## src/bxavg_pkg.sv

```systemverilog
// Shared types and constants for the box-average downsampler.
// No dependencies; every other file imports this package.
`timescale 1ns / 1ps
`default_nettype none

package bxavg_pkg;

  localparam int SAMPLE_W   = 16;    // sample field on the input channel
  localparam int PIX_W      = 16;    // averaged output pixel
  localparam int ROW_W      = 12;
  localparam int COL_W      = 8;
  localparam int CFG_IDX_W  = 3;
  localparam int CFG_DATA_W = 13;
  localparam int DIM_MAX    = 4096;  // largest frame dimension
  localparam int CH_MAX     = 4;     // largest channel count

  typedef enum logic [CFG_IDX_W-1:0] {
    REG_IN_WIDTH   = 3'd0,
    REG_IN_HEIGHT  = 3'd1,
    REG_N_CHANNELS = 3'd2,
    REG_OUT_WIDTH  = 3'd3,
    REG_OUT_HEIGHT = 3'd4,
    REG_X_ZOOM     = 3'd5,
    REG_Y_ZOOM     = 3'd6
  } cfg_reg_t;

  typedef struct packed {
    logic [12:0] in_width;
    logic [12:0] in_height;
    logic [2:0]  n_channels;
    logic [8:0]  out_width;
    logic [12:0] out_height;
    logic [4:0]  x_zoom;
    logic [4:0]  y_zoom;
  } bxavg_cfg_t;

  localparam bxavg_cfg_t CFG_RESET = '{
    in_width:   13'd64,
    in_height:  13'd64,
    n_channels: 3'd1,
    out_width:  9'd64,
    out_height: 13'd64,
    x_zoom:     5'd1,
    y_zoom:     5'd1
  };

  // Position of an output pixel, carried alongside its sum.
  typedef struct packed {
    logic [ROW_W-1:0] row;
    logic [COL_W-1:0] col;
    logic             frame_done;
  } bxavg_tag_t;

  // Per-sample decode from the sequencer to the accumulator.
  typedef struct packed {
    logic       active;  // inside the cropped area, touches a column sum
    logic       first;   // first sample of its box: overwrite the sum
    logic       emit;    // last sample of its box: produce a pixel
    bxavg_tag_t tag;
  } bxavg_ctl_t;

endpackage

`default_nettype wire

```

## src/bxavg_div.sv

```systemverilog
// Pipelined restoring divider, one quotient bit per stage, with saturation
// to the pixel width and the output register. Depends on bxavg_pkg.
`timescale 1ns / 1ps
`default_nettype none

module bxavg_div import bxavg_pkg::*; #(
  parameter int SUM_W = 26,
  parameter int DIV_W = 11
) (
  input  logic             clk,
  input  logic             rst,
  input  logic             en,
  input  logic             in_valid,
  input  logic [SUM_W-1:0] in_sum,
  input  logic [DIV_W-1:0] in_divisor,
  input  bxavg_tag_t       in_tag,
  output logic             out_valid,
  output logic [PIX_W-1:0] out_pixel,
  output bxavg_tag_t       out_tag
);

  // s_* feed stage k, n_* are its results, r_* its registers
  logic             s_val [SUM_W];
  logic [DIV_W-1:0] s_rem [SUM_W];
  logic [SUM_W-1:0] s_num [SUM_W];
  logic [SUM_W-1:0] s_quo [SUM_W];
  logic [DIV_W-1:0] s_div [SUM_W];
  bxavg_tag_t       s_tag [SUM_W];

  logic [DIV_W-1:0] n_rem [SUM_W];
  logic [SUM_W-1:0] n_quo [SUM_W];

  logic             r_val [SUM_W];
  logic [DIV_W-1:0] r_rem [SUM_W];
  logic [SUM_W-1:0] r_num [SUM_W];
  logic [SUM_W-1:0] r_quo [SUM_W];
  logic [DIV_W-1:0] r_div [SUM_W];
  bxavg_tag_t       r_tag [SUM_W];

  logic [SUM_W-1:0] q_last;
  logic             sat;

  always_comb begin
    s_val[0] = in_valid;
    s_rem[0] = '0;
    s_num[0] = in_sum;
    s_quo[0] = '0;
    s_div[0] = in_divisor;
    s_tag[0] = in_tag;
    for (int k = 1; k < SUM_W; k++) begin
      s_val[k] = r_val[k-1];
      s_rem[k] = r_rem[k-1];
      s_num[k] = r_num[k-1];
      s_quo[k] = r_quo[k-1];
      s_div[k] = r_div[k-1];
      s_tag[k] = r_tag[k-1];
    end
  end

  always_comb begin
    logic [DIV_W:0] trial;
    logic           ge;
    for (int k = 0; k < SUM_W; k++) begin
      trial    = {s_rem[k], s_num[k][SUM_W-1]};
      ge       = trial >= {1'b0, s_div[k]};
      n_rem[k] = ge ? DIV_W'(trial - {1'b0, s_div[k]}) : DIV_W'(trial);
      n_quo[k] = {s_quo[k][SUM_W-2:0], ge};
    end
  end

  always_ff @(posedge clk) begin
    if (en) begin
      for (int k = 0; k < SUM_W; k++) begin
        r_rem[k] <= n_rem[k];
        r_num[k] <= s_num[k] << 1;
        r_quo[k] <= n_quo[k];
        r_div[k] <= s_div[k];
        r_tag[k] <= s_tag[k];
      end
    end
  end

  always_ff @(posedge clk) begin
    if (rst) begin
      for (int k = 0; k < SUM_W; k++) begin
        r_val[k] <= 1'b0;
      end
      out_valid <= 1'b0;
    end else if (en) begin
      for (int k = 0; k < SUM_W; k++) begin
        r_val[k] <= s_val[k];
      end
      out_valid <= r_val[SUM_W-1];
    end
  end

  assign q_last = r_quo[SUM_W-1];
  assign sat    = (q_last >> PIX_W) != '0;

  always_ff @(posedge clk) begin
    if (en) begin
      out_pixel <= sat ? '1 : PIX_W'(q_last);
      out_tag   <= r_tag[SUM_W-1];
    end
  end

endmodule

`default_nettype wire

```

## config.mk

```make
export PLATFORM = sky130hd
export DESIGN_NAME = bxavg_div
export DESIGN_NICKNAME = d
export VERILOG_FILES = /design/src/bxavg_pkg.sv /design/src/bxavg_div.sv
export SDC_FILE = /design/constraint.sdc
export NUM_CORES = 2
export LEC_CHECK = 0
export BUFFER_PORTS_ARGS = -buffer_cell sky130_fd_sc_hd__buf_4
export CAP_MARGIN = 20
export CELL_PAD_IN_SITES_DETAIL_PLACEMENT = 0
export CELL_PAD_IN_SITES_GLOBAL_PLACEMENT = 1
export CORE_UTILIZATION = 54
export DETAILED_ROUTE_END_ITERATION = 7
export PLACE_DENSITY_LB_ADDON = 0.25
export SLEW_MARGIN = 20
export SYNTH_ARGS = -nofsm -noshare
export SYNTH_HDL_FRONTEND = slang
export SYNTH_SLANG_ARGS = --single-unit
```

## constraint.sdc

```tcl
create_clock -name clk -period 3.05 [get_ports clk]
set_clock_uncertainty 0.2 [all_clocks]
set_input_delay 0.4575 -clock clk [delete_from_list [all_inputs] [get_ports clk]]
set_output_delay 0.4575 -clock clk [all_outputs]
set_load 0.05 [all_outputs]
```

==> reports/summary.txt <==
final worst-path cycle share - 93.36%
Wirelength per Cell - 16.72 um
RSZ-0062 raised after global routing - no
row count - 135
final antenna-violating net count - 0
Tot Pwr - 75.56 mW
Mapped Cells - 4400
Worst-path clk slew - 0.06 ns
Async S/R FF share, synth - 0%
Final min period - 2.848 ns
post-synth cell types - 66
CP Capture Type - flip-flop
vias in the first global route - 35310
initial core utilization - 54.41%
GPL Wtd Cong - 0.8467
worst skew pair latency - 0.80 ns
fmax - 0.3512 GHz
crit-path max FO - 12
Final Hold Viols - 0
register area share after synthesis - 74.79%
area of the mapped netlist - 73700 um^2
CTS sink count - 1836
Hold Crit Class - in2reg
Ys Warns - 0
maximum VDD drop - 586.9 uV
DP Cell Count - 6313
Slew @ Worst Pin - 0.6663 ns
R2R setup slack - 0.20 ns
DP HPWL - 72140 um
number of vias per cell - 5.301
CP startpoint kind - flip-flop
WS Path Type - reg2reg
Slew Limit Fails - 0
Cell Pwr Density - 899.7 nW/um^2
antenna violations before repair - 1
root buf cell - clkbuf_16
final setup violation count - 0
outcome - finished clean
share of cells above drive strength 1 - 14.44%
leading post-synthesis cells by cell area - edfxtp_1 75%, ha_1 4.7%, mux2_2 2.4%
multi-input logic area - 16800 um^2
I/O Pins - 100
area leader, netlist - edfxtp_1
largest net degree at the start of global routing - 110
register area - 55120 um^2
H-tree levels - 4
Pleak - 30.82 nW
fillers - 9792
Slew HR - 55.20%
1st-pass router iterations - 5
Synth Area per Inst - 16.75 um^2
PortBufs - 99
EDFF count, synth - 1835
global-route wire length before repair - 181600 um
clock buffer depth - 3
Die Area - 138000 um^2
Required @ worst endpoint - 3.36 ns
Num CTS Buffers - 182
Nets - 5140
Via Count - 35580
GRT Overall Usage - 16.51%
max-cap violations - 0
routed wire length - 112200 um
ANT cells - 0
die span in y - 371.4 um
Die X-Extent - 371.4 um
DRC - 0
Layout Area Growth over Synthesis - 13.94%
FF+latch count, synth - 1836
Worst EP arrival - 3.16 ns
Final Instance Count excl. Fillers - 6713
Setup TNS Final - 0 ns
Yosys top cell area share - 74.76%
ys flop type - edfxtp_1
Core Box Area - 135500 um^2
total grt overflow - 0
# resized after CTS - 0
DR iter-0 viols - 2167
syn nets - 4763
CTS tree - yes
hold_ws - 0.1704 ns
==> routing by layer <==
metal | up-vias | routed length [um] | GRT usage [%]
met5 | - | 0 | 0
met4 | 0 | 2933 | 6.014
met3 | 213 | 4287 | 3.152
met2 | 578 | 52300 | 26.18
met1 | 17180 | 52700 | 22.89
li1 | 17620 | - | -
==> what timing repair did <==
action / 4_1_cts / 5_1_grt
buffers inserted: 0 / 0
hold buffers: 61 / 0
endpoints found under the hold margin: 104 / 0
==> sequential cells by signal, indices dropped and copies added (netlist names) <==
signal	cells
r_div	275
r_num	325
r_rem	275
out_tag	21
out_pixel	16
r_quo	351
r_val	26
r_tag	546
out_valid	1
==> synthesized netlist by cell type, drive strengths merged, types with 62 or more instances <==
cell       n
edfxtp  1835
inv      390
ha       277
nor2     251
mux2     207
a21oi    136
o21a     134
o21ai    118
xnor2    107
nor3      88
mux2i     72
nand3     66
nor2b     66
nand2     63
nand2b    63
a211oi    62
==> per-stage QoR <==
stage | worst slack (ns) | cell area, um^2 | utilization, %
final | 0.2025 | 83980 | 61.99
after global routing | 0.08968 | 83980 | 61.99
after CTS | 0.2145 | 83980 | 61.99
after detailed placement | 0.2512 | 77170 | 56.96
after global placement | 0.2575 | 77170 | 56.96
after floorplan | 0.5068 | 73700 | -
==> placed cells by master, fill, tap and decap left out, types with 19 or more instances in the layout <==
| cell type | Yosys | routed |
|---|---|---|
| a21oi_1 | 120 | 120 |
| o211ai_1 | 29 | 29 |
| mux2_2 | 160 | 160 |
| clkinv_2 | 0 | 35 |
| nand3_1 | 56 | 56 |
| and4_1 | 39 | 39 |
| a211oi_1 | 61 | 61 |
| nand2_1 | 63 | 63 |
| buf_4 | 13 | 153 |
| o31a_1 | 24 | 24 |
| dlygate4sd3_1 | 0 | 61 |
| nor2_1 | 250 | 250 |
| and2_1 | 23 | 23 |
| o2111ai_1 | 20 | 20 |
| xnor2_1 | 107 | 107 |
| or4_1 | 19 | 19 |
| bufinv_16 | 0 | 23 |
| buf_12 | 0 | 19 |
| inv_1 | 390 | 390 |
| a22oi_1 | 19 | 19 |
| nand2b_1 | 63 | 63 |
| mux2_4 | 19 | 19 |
| fa_1 | 24 | 24 |
| ha_1 | 277 | 277 |
| nor3_1 | 75 | 75 |
| clkinv_1 | 0 | 45 |
| mux2i_1 | 72 | 72 |
| nand4_1 | 29 | 29 |
| o21a_1 | 134 | 134 |
| nor2b_1 | 66 | 66 |
| o21ai_1 | 20 | 20 |
| mux2_1 | 28 | 28 |
| or2_2 | 28 | 28 |
| clkbuf_1 | 4 | 20 |
| or3_1 | 24 | 24 |
| edfxtp_1 | 1835 | 1835 |
| o21ai_0 | 87 | 87 |
| clkbuf_16 | 0 | 186 |
| nor4_1 | 19 | 19 |
==> logic make-up after synthesis <==
family,Yosys count,share of synthesized area (%)
multiplexers,279,4.237
XOR/XNOR,118,1.402
adder cells (fa/ha/maj),301,5.354
buffers and inverters,431,2.421
AO/OA/AOI/OAI,647,6.094
AND/OR/NAND/NOR,788,5.701
flip-flops,1836,74.79
==> layout make-up <==
class,instances,area share (%)
clock buffers,206,5.632
clock inverters,133,1.749
inverters,390,1.743
multi-input cells,2133,20.00
flip-flops and latches,1836,65.64
well taps,1781,2.654
repair buffers,234,2.581
==> critical path, cell delays in order (launching register included) <==
cell and delay [ns]:
edfxtp_1 0.48, ha_1 0.26, fa_1 0.41, nand2b_1 0.20, a21oi_1 0.19, o21ai_1 0.12, nand3_1 0.09, buf_4 0.23
mux2_2 0.39
==> report_power, final <==
| group | internal, mW | switching (mW) | total, mW | leakage (nW) |
|---|---|---|---|---|
| registers | 32.2 | 1.59 | 33.8 | 17.9 |
| clock network | 13.2 | 9.33 | 22.5 | 3.01 |
| logic | 9.30 | 9.93 | 19.2 | 9.89 |
==> worst paths after layout <==
path	start	to	cells after the start
max	r_div[0][165]$_DFFE_PP_	r_rem[1][2]$_DFFE_PP_	8
min	in_tag[4]	r_tag[0][4]$_DFFE_PP_	2
max reg2reg	r_div[0][165]$_DFFE_PP_	r_rem[1][2]$_DFFE_PP_	8
min reg2reg	r_num[0][239]$_DFFE_PP_	r_num[0][265]$_DFFE_PP_	0
Power figures use the tool's default switching activity.
