===== src/bxavg_pkg.sv =====
// Shared types and constants for the box-average downsampler.
// No dependencies; every other file imports this package.
`timescale 1ns / 1ps
`default_nettype none

package bxavg_pkg;

  localparam int SAMPLE_W   = 16;    // sample field on the input channel
  localparam int PIX_W      = 16;    // averaged output pixel
  localparam int ROW_W      = 12;
  localparam int COL_W      = 8;
  localparam int CFG_IDX_W  = 3;
  localparam int CFG_DATA_W = 13;
  localparam int DIM_MAX    = 4096;  // largest frame dimension
  localparam int CH_MAX     = 4;     // largest channel count

  typedef enum logic [CFG_IDX_W-1:0] {
    REG_IN_WIDTH   = 3'd0,
    REG_IN_HEIGHT  = 3'd1,
    REG_N_CHANNELS = 3'd2,
    REG_OUT_WIDTH  = 3'd3,
    REG_OUT_HEIGHT = 3'd4,
    REG_X_ZOOM     = 3'd5,
    REG_Y_ZOOM     = 3'd6
  } cfg_reg_t;

  typedef struct packed {
    logic [12:0] in_width;
    logic [12:0] in_height;
    logic [2:0]  n_channels;
    logic [8:0]  out_width;
    logic [12:0] out_height;
    logic [4:0]  x_zoom;
    logic [4:0]  y_zoom;
  } bxavg_cfg_t;

  localparam bxavg_cfg_t CFG_RESET = '{
    in_width:   13'd64,
    in_height:  13'd64,
    n_channels: 3'd1,
    out_width:  9'd64,
    out_height: 13'd64,
    x_zoom:     5'd1,
    y_zoom:     5'd1
  };

  // Position of an output pixel, carried alongside its sum.
  typedef struct packed {
    logic [ROW_W-1:0] row;
    logic [COL_W-1:0] col;
    logic             frame_done;
  } bxavg_tag_t;

  // Per-sample decode from the sequencer to the accumulator.
  typedef struct packed {
    logic       active;  // inside the cropped area, touches a column sum
    logic       first;   // first sample of its box: overwrite the sum
    logic       emit;    // last sample of its box: produce a pixel
    bxavg_tag_t tag;
  } bxavg_ctl_t;

endpackage

`default_nettype wire


===== src/bxavg_seq.sv =====
// Raster position sequencer: register clamping, crop test, box position
// counters and the box divisor. Depends on bxavg_pkg.
`timescale 1ns / 1ps
`default_nettype none

module bxavg_seq import bxavg_pkg::*; #(
  parameter int MAX_OUT_WIDTH = 256,
  parameter int MAX_ZOOM      = 16,
  parameter int IDX_W         = 8,
  parameter int DIV_W         = 11
) (
  input  logic             clk,
  input  logic             rst,
  input  logic             accept,
  input  bxavg_cfg_t       cfg,
  output bxavg_ctl_t       ctl,
  output logic [IDX_W-1:0] idx,
  output logic [DIV_W-1:0] divisor
);

  localparam int OWW = $clog2(MAX_OUT_WIDTH + 1);
  localparam int ZW  = $clog2(MAX_ZOOM + 1);
  localparam int CW  = (MAX_ZOOM > 1) ? $clog2(MAX_ZOOM) : 1;

  function automatic int clamp(input int v, input int hi);
    if (v < 1) return 1;
    if (v > hi) return hi;
    return v;
  endfunction

  logic [12:0]      iw_c, ih_c, oh_c;
  logic [2:0]       nc_c;
  logic [OWW-1:0]   ow_c;
  logic [ZW-1:0]    xz_c, yz_c;
  logic [OWW+ZW-1:0] col_lim;
  logic [13+ZW-1:0] row_lim;
  logic [2*ZW-1:0]  zz;
  logic [2*ZW+2:0]  div_prod;

  logic [ROW_W-1:0] in_row, in_col, orow;
  logic [1:0]       ch;
  logic [CW-1:0]    brow, bcol;
  logic [IDX_W-1:0] ocol, ocol_inc;

  logic col_on, row_on, chan_last, bcol_last, brow_last, col_end, row_end;

  assign iw_c = 13'(clamp(int'(cfg.in_width), DIM_MAX));
  assign ih_c = 13'(clamp(int'(cfg.in_height), DIM_MAX));
  assign oh_c = 13'(clamp(int'(cfg.out_height), DIM_MAX));
  assign nc_c = 3'(clamp(int'(cfg.n_channels), CH_MAX));
  assign ow_c = OWW'(clamp(int'(cfg.out_width), MAX_OUT_WIDTH));
  assign xz_c = ZW'(clamp(int'(cfg.x_zoom), MAX_ZOOM));
  assign yz_c = ZW'(clamp(int'(cfg.y_zoom), MAX_ZOOM));

  assign col_lim = ow_c * xz_c;
  assign row_lim = oh_c * yz_c;

  assign col_on    = 32'(in_col) < 32'(col_lim);
  assign row_on    = 32'(in_row) < 32'(row_lim);
  assign chan_last = ({1'b0, ch} + 3'd1) >= nc_c;
  assign bcol_last = (ZW'(bcol) + ZW'(1)) >= xz_c;
  assign brow_last = (ZW'(brow) + ZW'(1)) >= yz_c;
  assign col_end   = !((13'(in_col) + 13'd1) < iw_c);
  assign row_end   = !((13'(in_row) + 13'd1) < ih_c);
  assign ocol_inc  = (ocol == IDX_W'(MAX_OUT_WIDTH - 1)) ? '0 : ocol + IDX_W'(1);

  always_comb begin
    ctl.active         = col_on && row_on;
    ctl.first          = (brow == '0) && (bcol == '0) && (ch == 2'd0);
    ctl.emit           = col_on && row_on && chan_last && bcol_last && brow_last;
    ctl.tag.row        = orow;
    ctl.tag.col        = COL_W'(ocol);
    ctl.tag.frame_done = (32'(ocol) == 32'(ow_c) - 32'd1) &&
                         (32'(orow) == 32'(oh_c) - 32'd1);
  end

  assign idx = ocol;

  // Box area product is registered; it is only needed one stage later.
  always_ff @(posedge clk) begin
    zz <= xz_c * yz_c;
  end
  assign div_prod = zz * nc_c;
  assign divisor  = DIV_W'(div_prod);

  always_ff @(posedge clk) begin
    if (rst) begin
      in_row <= '0;
      in_col <= '0;
      ch     <= '0;
      brow   <= '0;
      bcol   <= '0;
      orow   <= '0;
      ocol   <= '0;
    end else if (accept) begin
      if (!chan_last) begin
        ch <= ch + 2'd1;
      end else begin
        ch <= '0;
        if (!col_end) begin
          in_col <= in_col + ROW_W'(1);
          if (col_on) begin
            if (bcol_last) begin
              bcol <= '0;
              ocol <= ocol_inc;
            end else begin
              bcol <= bcol + CW'(1);
            end
          end
        end else begin
          in_col <= '0;
          bcol   <= '0;
          ocol   <= '0;
          if (!row_end) begin
            in_row <= in_row + ROW_W'(1);
            if (row_on) begin
              if (brow_last) begin
                brow <= '0;
                orow <= orow + ROW_W'(1);
              end else begin
                brow <= brow + CW'(1);
              end
            end
          end else begin
            in_row <= '0;
            brow   <= '0;
            orow   <= '0;
          end
        end
      end
    end
  end

endmodule

`default_nettype wire


===== config.mk =====
export PLATFORM = sky130hd
export DESIGN_NAME = bxavg_seq
export DESIGN_NICKNAME = d
export VERILOG_FILES = /design/src/bxavg_pkg.sv /design/src/bxavg_seq.sv
export SDC_FILE = /design/constraint.sdc
export NUM_CORES = 1
export LEC_CHECK = 0
export BUFFER_PORTS_ARGS = -buffer_cell sky130_fd_sc_hd__buf_2
export CAP_MARGIN = 20
export CORE_UTILIZATION = 60
export CTS_CLUSTER_SIZE = 20
export DETAILED_ROUTE_END_ITERATION = 8
export HOLD_SLACK_MARGIN = 0.1
export PLACE_DENSITY = 0.86
export SYNTH_ARGS = -nofsm -noshare
export SYNTH_HDL_FRONTEND = slang
export SYNTH_SLANG_ARGS = --single-unit

===== constraint.sdc =====
create_clock -name clk -period 7.7 [get_ports clk]
set_input_delay 0.385 -clock clk [delete_from_list [all_inputs] [get_ports clk]]
set_output_delay 0.385 -clock clk [all_outputs]
set_load 0.01 [all_outputs]

==> results.py, run 1 <==
metrics = {
    "clock_network": {
        "holdBufCountCts": 0,
        "cts.path.max_buffers": 2,
        "cts_tree": "built",
        "clk_pin_slew_ps": 60,
        "cts_sinks": 64,
        "ctsHtreeMaxLevel": 3,
        "cts_buffers": 9,
        "clk_latency_ps": 340,
        "cts_resized": 0,
        "cts_root_buf": "clkbuf_16",
        "post_cts_buffers": 0,
    },
    "floorplanning": {
        "die_h_um": 135.0,
        "initial_core_util": 0.6135,
        "num_io_pins": 107,
        "dieArea_um2": 18220,
        "die_w_um": 135.0,
        "fp.coreArea_um2": 17300,
        "rows": 48,
    },
    "power": {
        "power.density_nw_per_um2": 106.2,
        "leakage_nw": 5.767,
        "peakVddDrop_mv": 0.1004,
        "fin_total_pwr_mw": 1.227,
    },
    "logic_synthesis": {
        "synth_edf_count": 0,
        "async_reset_ff_frac": 0,
        "syn_area_um2": 10610,
        "syn_avg_cell_area_um2": 7.634,
        "synth_nets": 1672,
        "yosysSeqAreaShare": 0.1207,
        "synth_cell_type_count": 73,
        "synth_seq_cells": 64,
        "synth_ff_type": "dfxtp_1",
        "syn-instance-count": 1390,
        "yosysWarnings": 0,
    },
    "run_status": {
        "status": "completed",
    },
    "route": {
        "via_per_inst": 6.115,
        "dr.pass1.iters": 5,
        "routedWlPerCell_um": 16.92,
        "drt_iter0_drc": 815,
        "drt-total-wl_um": 28640,
        "drtAntennaViolNets": 0,
        "drc": 0,
        "num_vias": 10350,
    },
    "worst_setup_path": {
        "cp-start-kind": "input pin",
        "crit_path_max_fanout": 10,
        "cpPeakStageDelay_ps": 560,
        "cp.required_ps": 7320,
        "cpLargestDelayFamily": "adder cells",
        "cp_common_cell": "fa_1",
        "path_buf_inv": 4,
        "crit_type": "in2out",
        "slowest_stage": "fa_1",
        "endpoint_kind": "output port",
        "cp.arrival_ps": 6610,
    },
    "grt": {
        "grt_pass1_vias": 9780,
        "grt_pass1_wl_um": 46960,
        "grt_max_degree": 30,
        "grt_overflow": 0,
        "grt_antenna_before_repair": 0,
        "track_usage": 0.3237,
    },
    "timing": {
        "finalCritPeriodShare": 0.9085,
        "tns_ps": 0,
        "holdWs_ps": 419.9,
        "fmax_mhz": 142.9,
        "period_needed_ps": 6996,
        "fin_skew_ps": 6.291,
        "hold_viol_final": 0,
        "tightest_slew_ps": 1064,
        "rsz0062_at_grt": "false",
        "drv_slew": 0,
        "relSlewSlack": 0.2909,
        "setup_viol": 0,
    },
    "run": {
        "cap_viol_max_count": 0,
    },
    "placement": {
        "gp_congestion": 1.003,
        "io_buffers": 106,
        "hpwlAfterDp_um": 22640,
    },
    "layout": {
        "diodes": 0,
        "final_nets": 1744,
        "num-fill-cells": 1428,
        "synthToLayoutAreaGrowth_pct": 8.867,
        "drive_above_1_share": 0.1022,
    },
    "min_path": {
        "hold_path_class": "in2reg",
    },
}
==> routing by layer <==
layer	global-route usage	wire length, µm
met4	0.1086	714
met2	0.5269	12940
met1	0.4330	12370
met3	0.05631	2612
met5	0	0
==> cell families (layout without fill, tap and decap cells) <==
logic type / Yosys count / in the layout / synth area share
AO/OA/AOI/OAI: 293 / 293 / 0.1793
XOR/XNOR: 74 / 74 / 0.06108
adder cells (fa/ha/maj): 218 / 218 / 0.3080
buffers and inverters: 218 / 295 / 0.08171
flip-flops: 64 / 64 / 0.1207
multiplexers: 8 / 8 / 0.007547
AND/OR/NAND/NOR: 515 / 515 / 0.2416
==> cell type report <==
cell class,count,area [µm²],area share
Timing Repair Buffer,117,613.1,0.05307
Inverter,162,608.1,0.05264
Clock buffer,10,239.0,0.02069
Clock inverter,6,66.31,0.005740
Multi-Input combinational cell,1108,8463,0.7326
Sequential cell,64,1281,0.1109
Tap cell,225,281.5,0.02437
==> cells in the final DEF, fill, tap and decap left out, types with 48 or more instances in the layout <==
master     n
a21oi_1   75
buf_2    106
nor2_1   117
nand2_1  160
and3_1    48
fa_1      72
ha_1     146
o21ai_0   70
dfxtp_1   64
inv_1    154
==> flip-flops by register name, summed over array words and instances (netlist names) <==
register  cells
ch            2
idx           8
bcol          4
orow         12
in_row       12
in_col       12
brow          4
zz           10
==> worst reg2reg max path, cell delays in order (launching register included) <==
cell	delay (ps)
dfxtp_1	500
ha_1	290
and3_1	200
and3_1	240
and3_1	280
nand3_1	120
xnor2_1	190
ha_1	320
nand4_1	90
nor3_1	160
o21ai_0	120
a31o_2	270
a21oi_1	850
and4_1	440
or4bb_1	510
o21ai_1	80
==> synth_stat cells (all sizes together), types with 8 or more instances <==
library cell / count / share of area
mux2i: 8 / 0.0075
a21oi: 75 / 0.035
and2: 10 / 0.0059
nor4: 15 / 0.010
nor3: 33 / 0.017
xnor2: 36 / 0.030
clkbuf: 43 / 0.015
dfxtp: 64 / 0.12
nor2: 117 / 0.041
xor2: 38 / 0.031
a21o: 28 / 0.020
and3: 48 / 0.028
ha: 146 / 0.17
inv: 155 / 0.055
a31oi: 9 / 0.0053
fa: 72 / 0.14
nand2b: 16 / 0.0094
buf: 13 / 0.0091
o21ai: 81 / 0.039
nand2: 160 / 0.057
nand3: 41 / 0.019
nand4: 12 / 0.0071
o211ai: 9 / 0.0068
a211oi: 17 / 0.012
o21a: 10 / 0.0071
nand3b: 10 / 0.0071
nor2b: 18 / 0.011
or3: 13 / 0.0077
==> where the power goes <==
group	total (mW)	internal, mW	switching (mW)
registers	0.350	0.341	0.00959
logic	0.455	0.177	0.278
clock network	0.422	0.260	0.162
total	1.23	0.777	0.449
==> metrics by stage <==
step | utilization | setup slack [ps] | area (µm²) | instances
3_3_place_gp | 0.6498 | 855.9 | 11240 | 1675
4_1_cts | 0.6675 | 737.5 | 11540 | 1691
2_1_floorplan | - | 759.7 | 10610 | 1390
6_report | 0.6679 | 704.3 | 11550 | 1692
3_5_place_dp | 0.6498 | 788.7 | 11240 | 1675
5_1_grt | 0.6679 | 267.1 | 11550 | 1692
==> path summary, 6_finish.rpt <==
check | start | endpoint | slack (ps) | cells after the start
worst max-delay path | cfg[17] | ctl[21] | 700 | 26
worst min-delay path | accept | ch[0] | 420 | 3
worst max register to register | in_col[0] | orow[7] | 2980 | 15
worst min register to register | brow[3] | brow[3] | 510 | 2
Power figures use the tool's default switching activity.
==> inputs of run 2 (changes only) <==
==> constraint.sdc (replaced) <==
create_clock -name clk -period 7.7 [get_ports clk]
set_input_delay 1.54 -clock clk [delete_from_list [all_inputs] [get_ports clk]]
set_output_delay 1.54 -clock clk [all_outputs]
set_load 0.01 [all_outputs]
==> run 2 against run 1 <==
The flow now finishes with violations (negative setup slack). Sequential share of layout area fell by 1.1 points. Clock skew is 0.70 ps lower. Core utilization grew 7.2 points. Sequential power hardly changed. Via count increased by 8.1%. First-iteration DRC count rose by 14%. Count of clock-buffer cells in the layout up 1. Die area unchanged. Fmax decreased by 20%. Register-to-register slack lost 120 ps. Critical endpoint unchanged.
==> results.py, run 2 (synthesis results as in run 1) <==
metrics = {
    "run_status": {
        "status": "finished with violations",
        "violations": "negative setup slack",
    },
    "route": {
        "drt_iter0_drc": 928,
        "drt-total-wl_um": 31680,
        "drc": 0,
        "routedWlPerCell_um": 17.33,
        "drtAntennaViolNets": 0,
        "num_vias": 11180,
        "via_per_inst": 6.116,
        "dr.pass1.iters": 5,
    },
    "power": {
        "fin_total_pwr_mw": 1.329,
        "leakage_nw": 6.453,
        "pwr-share-comb": 0.417,
        "power_switching_uw": 479.3,
        "internal_power_uw": 849.4,
        "peakVddDrop_mv": 0.1116,
        "p_clk_frac": 0.319,
        "sw_frac_of_total": 0.3607,
        "power.density_nw_per_um2": 103.8,
        "power.share.sequential": 0.264,
    },
    "worst_setup_path": {
        "slowest_stage": "fa_1",
        "reg2reg_to": "bcol[3]",
        "path_buf_inv": 7,
        "crit_path_max_fanout": 13,
        "cpLargestDelayFamily": "adder cells",
        "cp.arrival_ps": 7160,
        "cp-start-kind": "input pin",
        "cp_common_cell": "fa_1",
        "worstReg2RegStart": "in_col[0]",
        "endpoint_kind": "output port",
        "cp_cell_sequence": "buf_8 > nor4_4 > nand4b_1 > o31ai_4 > buf_4 > buf_4 > and3_1 > fa_1 > fa_1 > inv_1 > fa_1 > inv_1 > ha_1 > xnor2_1 > ha_1 > nand4_1 > o41ai_2 > nand4_1 > nor4b_4 > buf_6 > nor4_4 > buf_2",
        "cp.required_ps": 6160,
        "r2r_setup_slack_ps": 2860,
        "r2r_cells": 14,
        "cpPeakStageDelay_ps": 590,
        "crit_type": "in2out",
    },
    "layout": {
        "synthToLayoutAreaGrowth_pct": 20.63,
        "drive_above_1_share": 0.1940,
        "design_area_um2": 12800,
        "final_cell_mix": "nand2_1 (160), inv_1 (151), buf_4 (145)",
        "diodes": 0,
        "stdcell_count": 1828,
        "final_nets": 1881,
        "final_common_cell": "nand2_1",
        "reg_top3": "in_col (12), in_row (12), orow (12)",
    },
    "floorplanning": {
        "die_w_um": 135.0,
        "dieArea_um2": 18220,
        "die_h_um": 135.0,
        "initial_core_util": 0.6135,
        "num_io_pins": 107,
        "fp.coreArea_um2": 17300,
        "rows": 48,
    },
    "timing": {
        "setup_viol": 2,
        "tns_ps": -1970,
        "fin_skew_ps": 5.588,
        "period_needed_ps": 8702,
        "finalCritPeriodShare": 1.130,
        "fmax_mhz": 114.9,
        "relSlewSlack": 0.3129,
        "drv_slew": 0,
        "worst_slack_ps": -1002,
        "hold_viol_final": 0,
        "tightest_slew_ps": 1031,
        "rsz0062_at_grt": "true",
    },
    "min_path": {
        "hold_path_class": "reg2reg",
        "hp-start": "brow[1]",
        "whs_endpoint": "brow[1]",
        "hold_path_depth": 2,
    },
    "clock_network": {
        "cts_buffers": 9,
        "cts.path.max_buffers": 2,
        "cts_tree": "built",
        "clk_pin_slew_ps": 60,
        "clk_latency_ps": 340,
        "holdBufCountCts": 0,
        "cts_sinks": 64,
        "cts_root_buf": "clkbuf_16",
        "ctsHtreeMaxLevel": 3,
    },
    "placement": {
        "io_buffers": 106,
        "gp_congestion": 0.9556,
        "hpwlAfterDp_um": 24120,
        "place_inst": 1804,
        "placed_cell_area_um2": 12300,
    },
    "grt": {
        "grt_overflow": 0,
        "grt_max_degree": 30,
        "grt_pass1_wl_um": 50800,
        "track_usage": 0.3469,
        "grt_antenna_before_repair": 0,
        "grt_pass1_vias": 10770,
    },
    "run": {
        "cap_viol_max_count": 0,
    },
}
[run 2: worst reg2reg max path, delay by kind of cell, from the launching register on]
| kind | cells | cell delay, ps |
|---|---|---|
| AOI/OAI and AO/OA | 5 | 1790 |
| DFF | 1 | 490 |
| xor gates and xnor gates | 1 | 170 |
| and+or+nand+nor | 6 | 1810 |
| adders and majority gates | 2 | 500 |
[run 2: power groups by stage]
stage	combinational, mW	clock [mW]	sequential, mW
floorplan	0.330	0	0.355
global placement	0.494	0	0.357
detailed placement	0.513	0	0.357
CTS	0.532	0.423	0.350
global route	0.608	0.437	0.351
finish	0.554	0.424	0.350
[run 2: cell type report]
| class | count | area (µm²) |
|---|---|---|
| repair buffers | 254 | 1672 |
| clock buffers | 11 | 252.7 |
| clock inverters | 4 | 53.80 |
| multi-input cells | 1108 | 8652 |
| well taps | 225 | 281.5 |
| inverters | 162 | 608.1 |
| flip-flops and latches | 64 | 1281 |
| fillers | 1238 | 4496 |
[run 2: per-layer routing]
| layer | vias up | track usage | wire length, µm |
|---|---|---|---|
| met1 | 5199 | 0.4517 | 12650 |
| met5 | - | 0 | 0 |
| met4 | 0 | 0.1342 | 1237 |
| met3 | 125 | 0.04542 | 2964 |
| li1 | 5210 | - | - |
| met2 | 646 | 0.5830 | 14840 |
[run 2: repair_timing]
item,4_1_cts,5_1_grt
cloned,0,0
gates resized for setup,15,10
endpoints found under the setup margin,2,2
endpoints found under the hold margin,0,0
setup buffers,3,5
pin swaps,14,21
[run 2: how the worst max path moves through the flow]
stage,from,to,slack [ps],depth (start not counted)
after floorplan,cfg[17],ctl[21],-800,26
after global placement,cfg[30],ctl[21],-920,24
after detailed placement,cfg[30],ctl[21],-1010,24
after CTS,cfg[27],ctl[21],-850,24
after global routing,cfg[18],ctl[21],-1330,23
final,cfg[18],ctl[21],-1000,22
[run 2: through the flow]
step / worst slack, ps / hold slack [ps] / util
floorplan: -803.5 / 464.8 / -
global placement: -916.3 / 479.1 / 0.7113
detailed placement: -1015 / 499.3 / 0.7113
CTS: -851.9 / 511.2 / 0.7350
global route: -1333 / 533.0 / 0.7401
finish: -1002 / 514.5 / 0.7401
